`src/rtl/u2c_pkg.sv`:
```
// Shared constants, types and lookup functions for the UTF-8 to code point decoder.
`default_nettype none

package u2c_pkg;

	// Widths of the word fields.
	localparam int BYTE_W  = 8;
	localparam int CP_W    = 32;
	localparam int UNIT_W  = 16;
	localparam int CNT_W   = 13;
	localparam int TAIL_W  = 3;
	localparam int OUT_W   = CP_W + UNIT_W + CNT_W;
	localparam int OUT_TDATA_W = ((OUT_W + 7) / 8) * 8;

	// Characters counted per buffer before the count saturates.
	localparam int MAX_CHARS = 4096;

	// Replacement character for a stray continuation byte.
	localparam logic [CP_W-1:0] REPL_CHAR = 32'h0000_FFFD;

	// Top two bits that mark a continuation byte.
	localparam logic [1:0] CONT_TAG = 2'b10;

	typedef logic [TAIL_W-1:0] tail_t;
	typedef logic [CP_W-1:0]   cp_t;
	typedef logic [CNT_W-1:0]  cnt_t;

	// Number of tail bytes that follow a given lead byte.
	function automatic tail_t tail_for_lead(input logic [BYTE_W-1:0] b);
		tail_t n;
		if (b < 8'hC0)
			n = 3'd0;
		else if (b < 8'hE0)
			n = 3'd1;
		else if (b < 8'hF0)
			n = 3'd2;
		else if (b < 8'hF8)
			n = 3'd3;
		else if (b < 8'hFC)
			n = 3'd4;
		else
			n = 3'd5;
		return n;
	endfunction

	// Offset that the summed lead and tail tag bits leave in the accumulator.
	function automatic cp_t seq_offset(input tail_t n);
		cp_t off;
		case (n)
			3'd1:    off = 32'h0000_3080;
			3'd2:    off = 32'h000E_2080;
			3'd3:    off = 32'h03C8_2080;
			3'd4:    off = 32'hFA08_2080;
			3'd5:    off = 32'h8208_2080;
			default: off = 32'h0000_0000;
		endcase
		return off;
	endfunction

endpackage

`default_nettype wire

```
`src/rtl/utf8_to_codepoint_decoder.sv`:
```
// Top level of the UTF-8 to code point decoder: byte stream in, one word per character out.
//
//   Channel   Direction  Word contents (lowest bit first)               Marker / flag
//   s_axis    in         data_byte[7:0]                                 tlast = buffer_end
//   m_axis    out        code_point[31:0], utf16_unit[47:32],           tlast = end_of_buffer
//                        char_count[60:48], zero fill [63:61]           tuser = replaced
//
// One byte word is accepted per cycle unless a finished character waits on a full, stalled
// output register. A byte is held in the input register, where the sequence state is
// updated, and a finished character passes from there into the output register.
// The sustained rate of one byte per cycle is set by the single input register
// feeding the shift-add-subtract path into the output register.
// Reset (arst_n low) clears the sequence state, the character count and both valid flags.
// A stalled output holds its word; the input register keeps moving as long as the
// byte in it yields no character or the output register is free or being emptied,
// so bytes that only extend a sequence pass even under a stall.
`default_nettype none

module utf8_to_codepoint_decoder
	import u2c_pkg::*;
(
	input  wire logic                   clk,
	input  wire logic                   arst_n,

	input  wire logic                   s_axis_tvalid,
	output logic                        s_axis_tready,
	input  wire logic [BYTE_W-1:0]      s_axis_tdata,   // data_byte[7:0]
	input  wire logic                   s_axis_tlast,   // buffer_end

	output logic                        m_axis_tvalid,
	input  wire logic                   m_axis_tready,
	output logic [OUT_TDATA_W-1:0]      m_axis_tdata,   // code_point, utf16_unit, char_count, zeros
	output logic                        m_axis_tuser,   // replaced
	output logic                        m_axis_tlast    // end_of_buffer
);

	// Input register stage.
	logic              valid_s1;
	logic [BYTE_W-1:0] byte_s1;
	logic              last_s1;

	// Sequence state.
	tail_t tail_left_q;
	tail_t tail_total_q;
	cp_t   acc_q;
	cnt_t  count_q;

	// Output register.
	logic  out_valid_q;
	cp_t   out_cp_q;
	cnt_t  out_count_q;
	logic  out_repl_q;
	logic  out_last_q;

	// Decode of the byte in the input register.
	logic  produce;
	logic  repl;
	cp_t   cp_next;
	cp_t   acc_next;
	tail_t tail_left_next;
	tail_t tail_total_next;
	tail_t lead_tails;
	tail_t tail_dec;
	cp_t   acc_shift_add;
	cnt_t  count_inc;
	logic  s1_moves;
	logic  in_accept;

	assign lead_tails    = tail_for_lead(byte_s1);
	assign tail_dec      = tail_left_q - 3'd1;
	assign acc_shift_add = {acc_q[CP_W-7:0], 6'b0} + {{(CP_W-BYTE_W){1'b0}}, byte_s1};

	always_comb begin
		produce         = 1'b0;
		repl            = 1'b0;
		cp_next         = acc_shift_add - seq_offset(tail_total_q);
		acc_next        = acc_q;
		tail_left_next  = tail_left_q;
		tail_total_next = tail_total_q;
		if (tail_left_q == 3'd0) begin
			if (byte_s1[7:6] == CONT_TAG) begin
				// A continuation byte where a lead byte belongs becomes U+FFFD.
				produce = 1'b1;
				repl    = 1'b1;
				cp_next = REPL_CHAR;
			end else begin
				acc_next = {{(CP_W-BYTE_W){1'b0}}, byte_s1};
				cp_next  = {{(CP_W-BYTE_W){1'b0}}, byte_s1};
				if (lead_tails == 3'd0) begin
					produce = 1'b1;
				end else begin
					tail_left_next  = lead_tails;
					tail_total_next = lead_tails;
				end
			end
		end else begin
			// Tail bytes are absorbed whatever their value.
			acc_next       = acc_shift_add;
			tail_left_next = tail_dec;
			produce        = (tail_dec == 3'd0);
		end
	end

	assign count_inc = (count_q < CNT_W'(MAX_CHARS)) ? count_q + cnt_t'(1) : CNT_W'(MAX_CHARS);

	// The input stage moves unless it holds a character that the full output cannot take.
	assign s1_moves      = !valid_s1 || !produce || !out_valid_q || m_axis_tready;
	assign s_axis_tready = s1_moves;
	assign in_accept     = s_axis_tvalid && s_axis_tready;

	always_ff @(posedge clk or negedge arst_n) begin
		if (!arst_n) begin
			valid_s1 <= 1'b0;
		end else if (s1_moves) begin
			valid_s1 <= in_accept;
		end
	end

	always_ff @(posedge clk) begin
		if (in_accept) begin
			byte_s1 <= s_axis_tdata;
			last_s1 <= s_axis_tlast;
		end
	end

	// Sequence state; the end of a buffer returns everything to zero.
	always_ff @(posedge clk or negedge arst_n) begin
		if (!arst_n) begin
			tail_left_q  <= '0;
			tail_total_q <= '0;
			acc_q        <= '0;
			count_q      <= '0;
		end else if (valid_s1 && s1_moves) begin
			if (last_s1) begin
				tail_left_q  <= '0;
				tail_total_q <= '0;
				acc_q        <= '0;
				count_q      <= '0;
			end else begin
				tail_left_q  <= tail_left_next;
				tail_total_q <= tail_total_next;
				acc_q        <= acc_next;
				if (produce) begin
					count_q <= count_inc;
				end
			end
		end
	end

	always_ff @(posedge clk or negedge arst_n) begin
		if (!arst_n) begin
			out_valid_q <= 1'b0;
		end else if (valid_s1 && produce && s1_moves) begin
			out_valid_q <= 1'b1;
		end else if (m_axis_tready) begin
			out_valid_q <= 1'b0;
		end
	end

	always_ff @(posedge clk) begin
		if (valid_s1 && produce && s1_moves) begin
			out_cp_q    <= cp_next;
			out_count_q <= count_inc;
			out_repl_q  <= repl;
			out_last_q  <= last_s1;
		end
	end

	assign m_axis_tvalid = out_valid_q;
	assign m_axis_tdata  = {{(OUT_TDATA_W-OUT_W){1'b0}}, out_count_q, out_cp_q[UNIT_W-1:0], out_cp_q};
	assign m_axis_tuser  = out_repl_q;
	assign m_axis_tlast  = out_last_q;

endmodule

`default_nettype wire

```
`config.mk`:
```
export PLATFORM = sky130hd
export DESIGN_NAME = utf8_to_codepoint_decoder
export DESIGN_NICKNAME = d
export VERILOG_FILES = /design/src/rtl/u2c_pkg.sv /design/src/rtl/utf8_to_codepoint_decoder.sv
export SDC_FILE = /design/constraint.sdc
export NUM_CORES = 1
export LEC_CHECK = 0
export BUFFER_PORTS_ARGS = -buffer_cell sky130_fd_sc_hd__buf_2
export CAP_MARGIN = 20
export CORE_AREA = 2 2 156 82
export DETAILED_ROUTE_END_ITERATION = 6
export DIE_AREA = 0 0 158 84
export GPL_TIMING_DRIVEN = 1
export PLACE_DENSITY = 0.82
export SYNTH_ARGS = -nofsm -noshare
export SYNTH_HDL_FRONTEND = slang
export SYNTH_SLANG_ARGS = --single-unit
```
`constraint.sdc`:
```
create_clock -name clk -period 4.7 [get_ports clk]
set_input_delay 0.235 -clock clk [delete_from_list [all_inputs] [get_ports clk]]
set_output_delay 0.235 -clock clk [all_outputs]
set_load 0.01 [all_outputs]
```
==> summary.md <==
| Metric | Value |
|---|---|
| Worst hold path class | primary input to register |
| First-pass GRT wire length | 23300 um |
| Relative slew slack | between 30% and 40% |
| Ys flop type | edfxtp_1 |
| Die Area | 13300 um^2 |
| Fin. max-slew vios | 0 |
| Reg clk slew, reported paths | 0.07 ns |
| Worst EP required | 4.81 ns |
| Pin count of the biggest net entering global routing | 48 |
| Tot Pwr | 3.89 mW |
| H-tree depth | 3 |
| I/O Buffers | 77 |
| Post-synthesis register bit count | 103 |
| # DRC | 0 |
| Mux cell area share after synthesis | less than 1% |
| DR WL/cell | 18.1 um |
| Top area cells in the synthesized netlist | edfxtp_1 29%, dfrtp_1 20%, ha_1 4.7% |
| Share of post-route cells with drive strength above 1 | 19.1% |
| Die X | 158 um |
| Via count | 4596 |
| Final Util | 54.3% |
| Synth unique cells | 69 |
| Netlist Area Pre-Place | between 5000 and 6000 um^2 |
| Tightest Pin Transition | 0.984 ns |
| CTS tree | done |
| Crit path buf inv count | 1 |
| P_sw | 1.56 mW |
| Remaining Overflow, GRT | 0 |
| Final Hold Viols | 0 |
| Area occupied by multi-input gates | 2670 um^2 |
| Crit path max fanout | 7 |
| DRT Pass-1 Iters | 5 |
| Switching portion of total power | 40.2% |
| Post-synth EDFFs | 56 |
| Crit path time final | about 4.4 ns |
| CP Launch Type | register |
| Gate family responsible for the most delay along the worst path | compound AO/OA/AOI/OAI gates |
| Adder-cell share of the synthesized area | 5.09% |
| Slowest stage delay, CP | 0.46 ns |
| Syn Area/Cell | between 10 and 15 um^2 |
| Fill cells | 1049 |
| Final setup viols | 0 |
| Setup Crit Path Kind | register to register |
| Power Internal | 2.32 mW |
| Register area | 2860 um^2 |
| Gp weighted congestion | ~0.92 |
| Fmax | 0.228 GHz |
| Mapped Cells | 557 |
| Post-Synth XOR/XNOR Area | 6.79% |
| CORE AREA | ~12000 um^2 |
| Clock Power Share | 19.4% |
| DRT Wirelength | 14400 um |
| Yosys warns | 0 |
| GRT Total Usage | 22.9% |
| Vias in the first global route | between 4000 and 5000 |
| Initial DRC Count | 551 |
| HPWL Detailed | 10300 um |
| Synth Area in Simple Gates | 17.7% |
| RSZ-0062 raised after global routing | no |
| Setup total negative slack | 0 ns |
| Nature of the critical path endpoint | register |
| FFs w/ async S/R, synth | 45.6% |
| Setup slack at placement | 0.395 ns |
| Antenna diodes | 0 |
| Row Count | 29 |
| Max-Cap Viols | 0 |
| Final Skew | 0.0113 ns |
| TritonCTS Sinks | just over 100 |
| Combinational family with the most area after synthesis | simple AND/OR/NAND/NOR gates |
| Num CTS Buffers | 9 |
| Fin crit share | roughly 93% |
| Pwr dens | 590 nW/um^2 |
| Worst path arrival time | 4.49 ns |
| P_leak | 2.83 nW |
| VDD IR-drop max | ~0.00028 V |
| Clock root cell | clkbuf_16 |
| Final WS setup | 0.319 ns |
| Slowest CP cell | edfxtp_1 |
| Yosys top cell by area | edfxtp_1 |
| Starting Density | 47.9% |
| Top cells by count, synth | 56 x edfxtp_1, 53 x nand2_1, 47 x dfrtp_1, 45 x nor2_1, 34 x o21ai_0 |
| Comb pwr share | 44.2% |
| Sequential cell fraction of total power | 36.5% |
| CP cell instances | ha_1, inv_1, fa_1, nand4b_2, nor3_2, nand2_1, xnor2_1, ha_1, a21o_1, a21oi_1, nand4b_1, a21o_1, a21oi_1, o221ai_1, mux2i_1 |
| Status | finished clean |
| Sequential share of the synthesized area | 49.2% |
| Clock Latency Late Sink | 0.36 ns |
| CTS Buffer Depth | 2 |
| Cell with the most instances after synthesis | edfxtp_1 |
| DR vias/cell | 5.80 |
| Compound-gate portion of the synthesized area | between 10% and 20% |
| Initial antenna violation count | 0 |
| Ports | between 80 and 90 |
| Die height | 84 um |
| Yosys top cell area share | 29.0% |
| Fin nets | 653 |
| Area growth syn-to-layout | 13.5% |
| Remaining antenna violation count | 0 |
worst paths after layout:
kind	start	end	slack, ns	depth (start not counted)
max	byte_s1[6]$_DFFE_PP_	out_cp_q[31]$_SDFFCE_PP0P_	0.32	15
min	s_axis_tlast	last_s1$_DFFE_PP_	0.05	1
max reg2reg	byte_s1[6]$_DFFE_PP_	out_cp_q[31]$_SDFFCE_PP0P_	0.32	15
min reg2reg	tail_left_q[1]$_DFFE_PN0P_	tail_left_q[1]$_DFFE_PN0P_	0.48	1
max in group asynchronous	arst_n	acc_q[0]$_DFFE_PN0P_	3.96	3
min in group asynchronous	arst_n	acc_q[16]$_DFFE_PN0P_	0.25	2
registers in the layout, indices dropped and copies added, names as in the netlist:
name,flops
acc_q,26
m_axis_tvalid,1
valid_s1,1
last_s1,1
tail_left_q,3
out_count_q,13
byte_s1,8
count_q,13
tail_total_q,3
m_axis_tlast,1
out_cp_q,32
m_axis_tuser,1
layer usage:
metal	GRT usage (%)	part of all wire, %	vias up
li1	-	-	2141
met1	35.7	48	2194
met2	31.0	40	248
met3	6.39	11	13
met4	5.65	0.84	0
met5	0	0	-
what timing repair did:
item,CTS,global route
hold buffers,0,1
endpoints found under the hold margin,0,7
gates resized for setup,0,1
setup buffers,0,2
endpoints found under the setup margin,0,4
layout by cell type, fill, tap and decap left out, types with 4 or more instances in the layout:
master and count:
a21boi_0 4, a21o_1 8, a21oi_1 15, a22o_1 17, a31oi_1 4, a32o_1 10
and2_1 5, and3_1 9, buf_2 77, buf_4 8, clkbuf_16 9, dfrtp_1 47
edfxtp_1 56, ha_1 22, inv_1 18, nand2_1 53, nand2b_1 9, nand3_1 21
nand4_1 9, nor2_1 45, nor2b_1 6, nor3_1 7, nor3b_1 4, o21ai_0 34
or3_1 5, xnor2_1 25, xor2_1 20
area by class of cell:
type | count | share of cell area [%]
multi-input cells | 398 | 40.5
well taps | 170 | 3.23
clock inverters | 7 | 1.20
inverters | 18 | 1.03
flip-flops and latches | 103 | 43.4
repair buffers | 87 | 7.22
clock buffers | 9 | 3.42
through the flow:
stage          cell area [um^2]  hold WS [ns]  std cells
2_1_floorplan              5810       -0.0606        559
3_3_place_gp               6230         0.413        772
3_5_place_dp               6230         0.413        772
4_1_cts                    6530        0.0392        788
5_1_grt                    6580        0.0358        792
6_report                   6580        0.0457        792
kinds of logic after synthesis:
family / after synthesis
other: 1
flip-flops: 103
AND/OR/NAND/NOR: 198
XOR/XNOR: 45
buffers and inverters: 58
AO/OA/AOI/OAI: 125
multiplexers: 4
adder cells (fa/ha/maj): 23
power by group through the flow:
stage / Sequential (mW) / Combinational [mW] / Clock, mW
after CTS: 1.42 / 1.68 / 0.771
after detailed placement: 1.43 / 1.66 / 0
after global routing: 1.45 / 1.90 / 0.799
after floorplan: 1.46 / 1.16 / 0
after global placement: 1.42 / 1.62 / 0
final: 1.42 / 1.72 / 0.752
Power figures use the tool's default switching activity.
